$ cat src/assert_macros.svh
// ----------------------------------------------------------------------------
// Assertion macros
// Shared concurrent assertion wrappers, clocked on clk.
// ----------------------------------------------------------------------------
`ifndef ASSERT_MACROS_SVH
`define ASSERT_MACROS_SVH

// Check a property at every rising edge outside reset.
`define ASSERT_CLK(label, prop, msg) \
    label: assert property (@(posedge clk) disable iff (!rst_n) prop) else $error(msg);

// Check a property at every rising edge, during reset too.
`define ASSERT_ALWAYS(label, prop, msg) \
    label: assert property (@(posedge clk) prop) else $error(msg);

`endif

$ cat src/mssd_pkg.sv
// ----------------------------------------------------------------------------
// mssd_pkg
// Types, codes and tables of the multiplexed seven-segment driver.
// ----------------------------------------------------------------------------
`timescale 1ns / 1ps

package mssd_pkg;

    // Input item kinds, carried on tuser
    localparam logic CMD_LOAD = 1'b0;
    localparam logic CMD_TICK = 1'b1;

    // Binary to BCD conversion sizes
    localparam int BIN_WIDTH  = 16;
    localparam int BCD_DIGITS = 5;
    localparam int BCD_WIDTH  = 4 * BCD_DIGITS;
    localparam int CNT_WIDTH  = $clog2(BIN_WIDTH);

    // Digit codes
    localparam logic [3:0] BLANK_CODE = 4'd15;
    localparam logic [3:0] NINE_CODE  = 4'd9;

    // Segment patterns of the decimal digits
    localparam logic [7:0] SEG_TABLE [10] = '{
        8'h7E, 8'h0C, 8'hB6, 8'h9E, 8'hCC, 8'hDA, 8'hFA, 8'h0E, 8'hFE, 8'hDE
    };

    // Map a digit code to its pattern; non-decimal codes stay dark
    function automatic logic [7:0] seg_pattern(input logic [3:0] code);
        logic [7:0] pat;
        pat = 8'h00;
        if (code < 4'd10)
        begin
            pat = SEG_TABLE[code];
        end
        return pat;
    endfunction

endpackage

$ cat src/multiplexed_seven_segment_driver.sv
// ----------------------------------------------------------------------------
// multiplexed_seven_segment_driver
// Stores a number as decimal digits and scans them out one digit per tick.
// ----------------------------------------------------------------------------
// Tick item: result is registered, valid in the cycle after acceptance; one tick
//   per cycle while the output is taken.
// Load item: busy through one accept, 16 shift-and-adjust steps of the shared
//   BCD unit and one store write; an overflowing value is stored as all nines.
// Reset (async, rst_n low): digit store all zeros, scan index 0, no result.
// ----------------------------------------------------------------------------
`timescale 1ns / 1ps

module multiplexed_seven_segment_driver #(
    parameter int DIGIT_COUNT = 4
) (
    input  logic        clk,
    input  logic        rst_n,
    input  logic        s_tvalid,
    output logic        s_tready,
    input  logic [15:0] s_tdata,   // [15:0] value
    input  logic        s_tuser,   // [0] command
    output logic        m_tvalid,
    input  logic        m_tready,
    output logic [15:0] m_tdata    // [7:0] segments, [11:8] digit_enable, [15:12] zero
);

    import mssd_pkg::*;

    `include "assert_macros.svh"

    // Largest value that fits in the digit count
    function automatic logic [31:0] max_of(input int n);
        logic [31:0] m;
        m = 32'd1;
        for (int k = 0; k < n; k++)
        begin
            m = m * 32'd10;
        end
        return m - 32'd1;
    endfunction

    localparam logic [31:0] MaxValue = max_of(DIGIT_COUNT);
    localparam logic [2:0]  TopIdx   = 3'(DIGIT_COUNT - 1);

    typedef enum logic [2:0] {
        S_IDLE  = 3'b001,
        S_CONV  = 3'b010,
        S_WRITE = 3'b100
    } state_t;

    state_t                 state_reg, state_next;
    logic [CNT_WIDTH-1:0]   cnt_reg, cnt_next;
    logic [BIN_WIDTH-1:0]   bin_reg, bin_next;
    logic [BCD_WIDTH-1:0]   bcd_reg, bcd_next;
    logic [3:0]             digit_reg [DIGIT_COUNT];
    logic [3:0]             digit_next [DIGIT_COUNT];
    logic [1:0]             scan_reg, scan_next;
    logic                   out_valid_reg, out_valid_next;
    logic [15:0]            out_data_reg, out_data_next;

    logic                   in_acc;
    logic                   is_load;
    logic                   load_acc;
    logic                   out_held;
    logic                   overflow;
    logic [BCD_WIDTH-1:0]   bcd_adj;
    logic [31:0]            bcd_ext;
    logic [3:0]             cur_code;
    logic [2:0]             en_shift;
    logic [7:0]             en_wide;

    // Accept only when idle and the output register can take a result
    assign s_tready = (state_reg == S_IDLE) && (!out_valid_reg || m_tready);
    assign in_acc   = s_tvalid && s_tready;
    assign is_load  = (s_tuser == CMD_LOAD);
    assign load_acc = in_acc && is_load;
    assign out_held = m_tvalid && !m_tready;
    assign overflow = {16'd0, s_tdata} > MaxValue;

    assign m_tvalid = out_valid_reg;
    assign m_tdata  = out_data_reg;

    // Shared shift-and-adjust unit: add 3 to digits of 5 or more
    always_comb
    begin
        for (int d = 0; d < BCD_DIGITS; d++)
        begin
            if (bcd_reg[4*d +: 4] >= 4'd5)
            begin
                bcd_adj[4*d +: 4] = bcd_reg[4*d +: 4] + 4'd3;
            end
            else
            begin
                bcd_adj[4*d +: 4] = bcd_reg[4*d +: 4];
            end
        end
    end

    assign bcd_ext = {{(32 - BCD_WIDTH){1'b0}}, bcd_reg};

    // Advance the scan index, wrapping at the top digit
    always_comb
    begin
        if ({1'b0, scan_reg} >= TopIdx)
        begin
            scan_next = 2'd0;
        end
        else
        begin
            scan_next = scan_reg + 2'd1;
        end
    end

    // Select the stored code of the new scan position
    always_comb
    begin
        cur_code = 4'd0;
        for (int k = 0; k < DIGIT_COUNT; k++)
        begin
            if ({1'b0, scan_next} == 3'(k))
            begin
                cur_code = digit_reg[k];
            end
        end
    end

    // Index 0 drives the highest enable bit
    assign en_shift = TopIdx - {1'b0, scan_next};
    assign en_wide  = 8'd1 << en_shift;

    // Sequencer and datapath next state
    always_comb
    begin
        state_next     = state_reg;
        cnt_next       = cnt_reg;
        bin_next       = bin_reg;
        bcd_next       = bcd_reg;
        digit_next     = digit_reg;
        out_valid_next = out_valid_reg;
        out_data_next  = out_data_reg;

        // Drop the result once taken
        if (m_tready)
        begin
            out_valid_next = 1'b0;
        end

        case (state_reg)
            S_IDLE:
            begin
                if (in_acc)
                begin
                    if (!is_load)
                    begin
                        out_valid_next = 1'b1;
                        out_data_next  = {4'd0, en_wide[3:0], seg_pattern(cur_code)};
                    end
                    else if (overflow)
                    begin
                        for (int k = 0; k < DIGIT_COUNT; k++)
                        begin
                            digit_next[k] = NINE_CODE;
                        end
                    end
                    else
                    begin
                        bin_next   = s_tdata;
                        bcd_next   = '0;
                        cnt_next   = '0;
                        state_next = S_CONV;
                    end
                end
            end

            S_CONV:
            begin
                bcd_next = {bcd_adj[BCD_WIDTH-2:0], bin_reg[BIN_WIDTH-1]};
                bin_next = {bin_reg[BIN_WIDTH-2:0], 1'b0};
                cnt_next = cnt_reg + 1'b1;
                if (cnt_reg == CNT_WIDTH'(BIN_WIDTH - 1))
                begin
                    state_next = S_WRITE;
                end
            end

            S_WRITE:
            begin
                // Blank every digit above the highest nonzero one, keep the units
                for (int k = 0; k < DIGIT_COUNT; k++)
                begin
                    if ((k != 0) && ((bcd_ext >> (4 * k)) == 32'd0))
                    begin
                        digit_next[k] = BLANK_CODE;
                    end
                    else
                    begin
                        digit_next[k] = bcd_ext[4*k +: 4];
                    end
                end
                state_next = S_IDLE;
            end

            default:
            begin
                state_next = S_IDLE;
            end
        endcase
    end

    // Scan index moves on tick items only
    always_ff @(posedge clk or negedge rst_n)
    begin
        if (!rst_n)
        begin
            scan_reg <= 2'd0;
        end
        else if (in_acc && !is_load)
        begin
            scan_reg <= scan_next;
        end
    end

    // Control state and digit store
    always_ff @(posedge clk or negedge rst_n)
    begin
        if (!rst_n)
        begin
            state_reg     <= S_IDLE;
            cnt_reg       <= '0;
            out_valid_reg <= 1'b0;
            for (int k = 0; k < DIGIT_COUNT; k++)
            begin
                digit_reg[k] <= 4'd0;
            end
        end
        else
        begin
            state_reg     <= state_next;
            cnt_reg       <= cnt_next;
            out_valid_reg <= out_valid_next;
            digit_reg     <= digit_next;
        end
    end

    // Payload registers
    always_ff @(posedge clk)
    begin
        bin_reg      <= bin_next;
        bcd_reg      <= bcd_next;
        out_data_reg <= out_data_next;
    end

    // Busy sequencer never takes an item
    `ASSERT_CLK(a_busy_not_ready, (state_reg != S_IDLE) |-> !s_tready, "ready while busy")

    // A tick always leaves a result behind
    `ASSERT_CLK(a_tick_result, (in_acc && !is_load) |=> m_tvalid, "tick gave no result")

    // A load never creates a result
    `ASSERT_CLK(a_load_silent, load_acc |=> (m_tvalid == $past(out_held)), "load made a result")

    // The store write only follows the last conversion step
    `ASSERT_CLK(a_write_order, (state_reg == S_WRITE) |-> ($past(state_reg) == S_CONV), "store write out of order")

endmodule

$ cat config.mk
export PLATFORM = sky130hd
export DESIGN_NAME = multiplexed_seven_segment_driver
export DESIGN_NICKNAME = d
export VERILOG_FILES = /design/src/mssd_pkg.sv /design/src/multiplexed_seven_segment_driver.sv
export VERILOG_INCLUDE_DIRS = /design/src /design/src/src
export SDC_FILE = /design/constraint.sdc
export NUM_CORES = 1
export LEC_CHECK = 0
export BUFFER_PORTS_ARGS = -buffer_cell sky130_fd_sc_hd__buf_2
export CORE_ASPECT_RATIO = 1.4
export CORE_MARGIN = 3
export CORE_UTILIZATION = 59
export DETAILED_ROUTE_END_ITERATION = 8
export GPL_TIMING_DRIVEN = 1
export PLACE_DENSITY_LB_ADDON = 0.12
export SYNTH_ARGS = -nofsm -noshare
export SYNTH_HDL_FRONTEND = slang
export SYNTH_SLANG_ARGS = --single-unit
$ cat constraint.sdc
create_clock -name clk -period 3.4 [get_ports clk]
set_clock_uncertainty 0.15 [all_clocks]
set_input_delay 0.51 -clock clk [delete_from_list [all_inputs] [get_ports clk]]
set_output_delay 0.51 -clock clk [all_outputs]
set_load 0.02 [all_outputs]
==> results of run 1 <==
==> power by group through the flow <==
stage	combinational (µW)	clock (µW)	sequential, µW
2_1_floorplan	541	0	1180
3_3_place_gp	747	0	1130
3_5_place_dp	769	0	1130
4_1_cts	774	731	1110
5_1_grt	879	761	1120
6_report	775	717	1110
==> metal layers <==
metal | routed length (µm) | track usage (%)
met1 | 2965 | 24.38
met2 | 3311 | 34.02
met3 | 224 | 3.178
met4 | 162 | 10.88
met5 | 0 | 0
==> metrics by stage <==
stage               total power [µW]  cell area (µm²)  instances
floorplan                       1719             3845        374
global placement                1873             4046        466
detailed placement              1897             4046        466
CTS                             2615             4262        482
global route                    2760             4262        482
finish                          2601             4262        482
==> how the worst min path moves through the flow <==
| stage | from | endpoint | slack, ps | cells past startpoint |
|---|---|---|---|---|
| finish | rst_n | m_tvalid$_DFF_PN0_ | -3 | 1 |
| global route | rst_n | m_tvalid$_DFF_PN0_ | 30 | 1 |
| CTS | rst_n | m_tvalid$_DFF_PN0_ | 4 | 1 |
| detailed placement | bin_reg[10]$_DFFE_PP_ | bin_reg[11]$_DFFE_PP_ | 350 | 2 |
| global placement | bin_reg[7]$_DFFE_PP_ | bin_reg[8]$_DFFE_PP_ | 340 | 2 |
| floorplan | rst_n | cnt_reg[0]$_DFFE_PN0P_ | 60 | 0 |
==> layout make-up <==
class,count,area [µm²],area share (%)
multi-input combinational,266,1634,38.34
clock buffer,12,166.4,3.905
sequential,73,2063,48.41
inverter,19,71.32,1.674
clock inverter,4,48.80,1.145
tap,72,90.09,2.114
timing repair buffer,36,187.7,4.404
==> logic make-up after synthesis <==
family,after synthesis
simple gates,153
flops,73
compound gates,67
buf+inv,35
fa+ha+maj,25
xor+xnor,12
mux,4
other cells,1
==> synthesized netlist by cell type, drive strengths merged <==
cell type	n
o32a	2
dfstp	1
o21ba	1
a211o	1
o21bai	3
conb	1
dfrtp	25
and2	4
a32oi	1
a221oi	2
a211oi	8
o21ai	21
nand4	2
clkbuf	9
buf	7
a31oi	1
and3	1
or3b	2
or2	3
edfxtp	47
o22ai	6
nor2	27
nor3b	4
mux2	3
o31ai	1
nor4	3
inv	19
a2bb2o	1
ha	25
mux2i	1
nand3b	3
nor2b	9
xnor2	6
nand2b	8
nor3	10
a22oi	3
a21oi	15
xor2	6
nand3	1
a21o	1
or4	3
nand2	73
==> metrics.txt, run 1 <==
status finished with violations; failing checks negative hold slack; Synth Register Bits 73; Worst Setup End Kind flip-flop; cell chain of the critical path nand2b_1 > or4_1 > nor3_2 > or2_2 > buf_4; Yosys warning total 0; worst ir drop on vdd about 0.32 mV; GP Congestion between 0.8 and 0.9; largest net degree at the start of global routing 37; most frequent cells in the layout 73 x nand2_1, 47 x edfxtp_1, 33 x buf_2; Hold Worst Slack -2.559 ps; Synth Area in Compound Gates between 10% and 20%; Die Area 7508 µm²; Unique masters post-synth 46; first-pass iteration count of the detailed router 4; pwr dens 610.2 nW/µm²; CTS root buffer clkbuf_8; # Post-CTS Setup Buffers 0; XOR/XNOR share of the synthesized area between 2 and 3%; Max H-tree Level 3; WL/cell roughly 14 µm; Worst slew margin approximately two fifths; gr ovfl total 0; Post-Synth Simple-Gate Area 18.88%; CP Capture Point bcd_reg[8]$_SDFFCE_PN0P_; area leader, netlist edfxtp_1; Port Buffer Count 33; Gate power share around 30%; post-synthesis mux area share under 10%; Crit. Startpoint state_reg[0]$_DFFE_PN1P_; Initial Utilization 61.24%; Buf/Inv on CP 1; max FFs per register 20; Critical-path top delay cell dfstp_2; Post-Synthesis Cells 370; Core ar. 6254 µm²; # Max-Cap Violations 0; insertion delay to the later sink of the worst-skew pair about 340 ps; DR vias roughly 2600; RSZ-0062 raised after global routing false; # resized after CTS 0; DR DRC count 0; Seq pwr share between 40% and 50%; initial DRC count a little over 80; cts bufs inserted 9; synth-to-layout area growth 11.27%; first-pass GRT wire length ~12 mm; Total GRT Usage about a fifth; slowest stage delay, CP ~560 ps; clk buf depth 2; period utilization between 70% and 80%; FF-to-FF path depth 5; final core occ between 60% and 70%; sequential area share after synthesis between 50% and 60%; Final WS setup slightly above 700 ps; commonest non-fill, non-tap cell in the layout nand2_1; critical path peak fanout 36; FP Rows 34; dpl ws roughly 670 ps; fmax between 300 and 400 MHz; hpwl dp roughly 4.8 mm; mean number of vias per cell between 5 and 6; r2r setup slk just over 700 ps; Filler cells 500; Post-DRT Antenna Nets 0; worst slew pin tran between 900 and 1000 ps; fin crit period 2692 ps; post-synth top area share a little under two fifths; final wirelength ~6.7 mm; initial antenna violation count 0; syn_area_per_cell 10.35 µm²; FF-to-FF End bcd_reg[8]$_SDFFCE_PN0P_; CTS tree done; critical path class flip-flop to flip-flop; Top Family by Delay on Critical Path simple AND/OR/NAND/NOR gates; internal power 1793 µW; leak pwr 0.001794 µW; worst r2r src state_reg[0]$_DFFE_PN1P_; Net Sw Frac a little under a third; die extent in x ~74 µm; Diodes inserted 0; Setup-failing EPs final 0; total clock sinks 73; hold_buf cts 0; Synth Area in Adders 8.167%; main combinational cell family by area after synthesis simple AND/OR/NAND/NOR gates; Worst-path clk slew roughly 80 ps; number of I/O pins 39; worst min path class input pin to asynchronous set/reset pin; Layout Nets 451; CP Data Arrival Time around 2500 ps; share of cells above drive strength 1 16.10%; clock share of power 27.6%; Synth Cell Area 3830 µm²; vias in the first global route around 2700; startpoint types flip-flop; CP required between 3000 and 4000 ps; top post-synthesis cells by area edfxtp_1 37%, dfrtp_1 16%, ha_1 8.2%; endpoints failing hold 3; switching power 807.4 µW; Slew Viols, Final 0; total negative slack 0 ps; Crit path depth 5; die height approximately 100 µm
Power figures use the tool's default switching activity.
==> inputs of run 2 (changes only) <==
- ABC_AREA: default -> 1
- clock period: 3.4 -> 2.8 ns (I/O delays scaled with it)
==> run 2 against run 1 <==
Critical path depth increased by 10. Largest power group unchanged. Via count increased by 13%. Synthesized cell count increased by 22%. Maximum frequency increased by 15%. Cell count increased by 22%. Largest cell class unchanged. The flow now finishes without violations. Flip-flop and latch count unchanged. Design area increased by 6.8%. Global-route usage decreased by 0.087 points. Synthesized area increased by 5.8%. Setup slack got worse by 260 ps.
==> metrics.txt, run 2 <==
status finished clean; die height 104.1 µm (+2.7%); Layout Nets 539 (+20%); area leader, netlist edfxtp_1; critical path peak fanout 6 (-83%); first-pass iteration count of the detailed router 5 (+1); Total GRT Usage 20.09% (-0.087 points); critical path class flip-flop to flip-flop; Critical-path top delay cell dfrtp_1; # resized after CTS 0 (unchanged); Core ar. 6613 µm² (+5.7%); CTS root buffer clkbuf_8; final wirelength 7.198 mm (+8.0%); CP required 2750 ps (-480 ps); first-pass GRT wire length 12.95 mm (+11%); initial antenna violation count 0 (unchanged); slowest stage delay, CP 460 ps (-100 ps); Synth Cell Area 4051 µm² (+5.8%); max FFs per register 20 (unchanged); Synth top cells by count 126 x nand2_1, 58 x inv_1, 47 x edfxtp_1; Unique masters post-synth 33 (-28%); DR DRC count 0 (unchanged); total clock sinks 73 (unchanged); clk buf depth 2 (unchanged); number of I/O pins 39 (unchanged); Worst slew margin 62.22% (+24 points); pwr dens 713.9 nW/µm² (+17%); CTS tree done; worst min path class input pin to flip-flop; Port Buffer Count 33 (unchanged); total power 3250 µW (+25%); Initial Utilization 61.27% (about the same); startpoint types flip-flop; endpoints failing hold 0 (-3); final non-filler cell total 590 (+22%); Diodes inserted 0 (unchanged); Post-synth ARST share 35.62% (unchanged); Setup-failing EPs final 0 (unchanged); Post-Synthesis Cells 452 (+22%); cell chain of the critical path inv_1 > ha_1 > inv_2 > nand3_1 > nand2_1 > nand2_1 > nand2_1 > nand2_8 > inv_1 > ha_1 > inv_1 > nand3_1 > nand2_1 > nor2_1 > nor2_1; Post-synth EDFFs 47 (unchanged); Die Area 7911 µm² (+5.4%); top post-synthesis cells by area edfxtp_1 35%, dfrtp_1 15%, nand2_1 12%; commonest non-fill, non-tap cell in the layout nand2_1; predominant post-synthesis flop cell edfxtp_1; largest net degree at the start of global routing 37 (unchanged); CP Data Arrival Time 2300 ps (-230 ps); synth-to-layout area growth 12.38%; total negative slack 0 ps (unchanged); RSZ-0062 raised after global routing false; mean number of vias per cell 5.056 (-7.9%); cts bufs inserted 9 (unchanged); period utilization 83.86% (+4.7 points); FP Rows 35 (+2.9%); Max H-tree Level 3 (unchanged); vias in the first global route 2985 (+11%); fin crit period 2348 ps (-344.3 ps); Worst-path clk slew 80 ps (about the same); sequential area share after synthesis 50.93% (-2.9 points); fmax 425.9 MHz (+15%); post-synth top area share 34.84% (-2.0 points); # Post-CTS Setup Buffers 0 (unchanged); WL/cell 12.20 µm (-12%); Worst Setup End Kind flip-flop; DR vias 2983 (+13%); cell repeated most along the worst path nand2_1; # Max-Cap Violations 0 (unchanged); initial DRC count 129 (+59%); Buf/Inv on CP 4 (+3); worst ir drop on vdd 0.3690 mV (+17%); most frequent cells in the layout 126 x nand2_1, 58 x inv_1, 47 x edfxtp_1; worst slew pin tran 566.7 ps (-355.4 ps); Yosys warning total 0 (unchanged); insertion delay to the later sink of the worst-skew pair 350 ps (about the same); syn_area_per_cell 8.963 µm² (-13%); Synth Register Bits 73 (unchanged); die extent in x 76.04 µm (+2.6%); Hold Worst Slack 137.4 ps (+139.9 ps); hpwl dp 5.307 mm (+11%); gr ovfl total 0 (unchanged); Placed Instances 573 (+23%); count leader, synth nand2_1; GP Congestion 0.8346 (+0.31%); leak pwr 0.002204 µW (+23%); hold_buf cts 1 (+1); share of cells above drive strength 1 16.47% (+0.37 points); Top Family by Delay on Critical Path simple AND/OR/NAND/NOR gates; Post-DRT Antenna Nets 0 (unchanged); Slew Viols, Final 0 (unchanged)
==> run 2: cell count changes in the layout (fill, tap and decap cells not counted), moves of 5 or more <==
cell      before  now
nor2_1        27   37
inv_2          0    5
o22ai_1        6    0
a21oi_1       15   27
nand2b_1       8    0
nand2_1       73  126
o21ai_0       21   27
inv_1         19   58
nor2b_1        9    0
a21oi_2        0    7
nand3_1        1   19
==> run 2: per-layer routing <==
layer	vias up	share of wire, %	GRT usage, %
met3	18	2.8	2.686
li1	1528	-	-
met2	65	52	36.29
met1	1372	42	23.30
met5	-	0	0
met4	0	3.0	9.715
==> run 2: worst reg2reg max path, stage by stage, from the launching register on <==
cell	delay, ps
dfrtp_1	460
inv_1	100
ha_1	270
inv_2	100
nand3_1	60
nand2_1	60
nand2_1	50
nand2_1	150
nand2_8	90
inv_1	110
ha_1	150
inv_1	40
nand3_1	110
nand2_1	80
nor2_1	90
nor2_1	50
==> run 2: layout make-up <==
class                   instances  area [µm²]
flip-flops and latches         73        2063
fillers                       551        2059
multi-input cells             308        1684
inverters                      63       236.5
repair buffers                 38       217.7
clock buffers                  10       148.9
well taps                      92       115.1
clock inverters                 6       87.58
==> run 2: through the flow <==
step | instance area (µm²) | worst slack, ps | utilization, %
floorplan | 4066 | 413.5 | -
global placement | 4307 | 570.2 | 65.13
detailed placement | 4307 | 502.9 | 65.13
CTS | 4553 | 464.3 | 68.86
global route | 4553 | 204.6 | 68.86
finish | 4553 | 452.0 | 68.86
==> run 2: logic make-up after synthesis <==
logic type | Yosys count | synth area share (%)
compound gates | 70 | 9.976
other cells | 1 | 0.09256
flops | 73 | 50.93
fa+ha+maj | 25 | 7.721
buf+inv | 75 | 7.875
xor+xnor | 4 | 0.8649
simple gates | 204 | 22.54
==> run 2: worst paths after layout <==
| path | from | to | slack (ps) | cells past startpoint |
|---|---|---|---|---|
| min in group asynchronous | rst_n | m_tvalid$_DFF_PN0_ | 460 | 2 |
| setup reg to reg | scan_reg[0]$_DFFE_PN0N_ | m_tdata[7]$_SDFFCE_PP0P_ | 450 | 15 |
| setup / recovery | scan_reg[0]$_DFFE_PN0N_ | m_tdata[7]$_SDFFCE_PP0P_ | 450 | 15 |
| hold / removal | m_tready | m_tvalid$_DFF_PN0_ | 140 | 2 |
| hold reg to reg | cnt_reg[3]$_DFFE_PN0P_ | cnt_reg[3]$_DFFE_PN0P_ | 330 | 2 |
| max in group asynchronous | rst_n | digit_reg[1]$_DFFE_PN0P_ | 1650 | 2 |
==> run 2: power breakdown <==
part	switching, µW	internal, µW
clock	400	556
sequential	41.3	1280
combinational	662	316
total	1100	2150
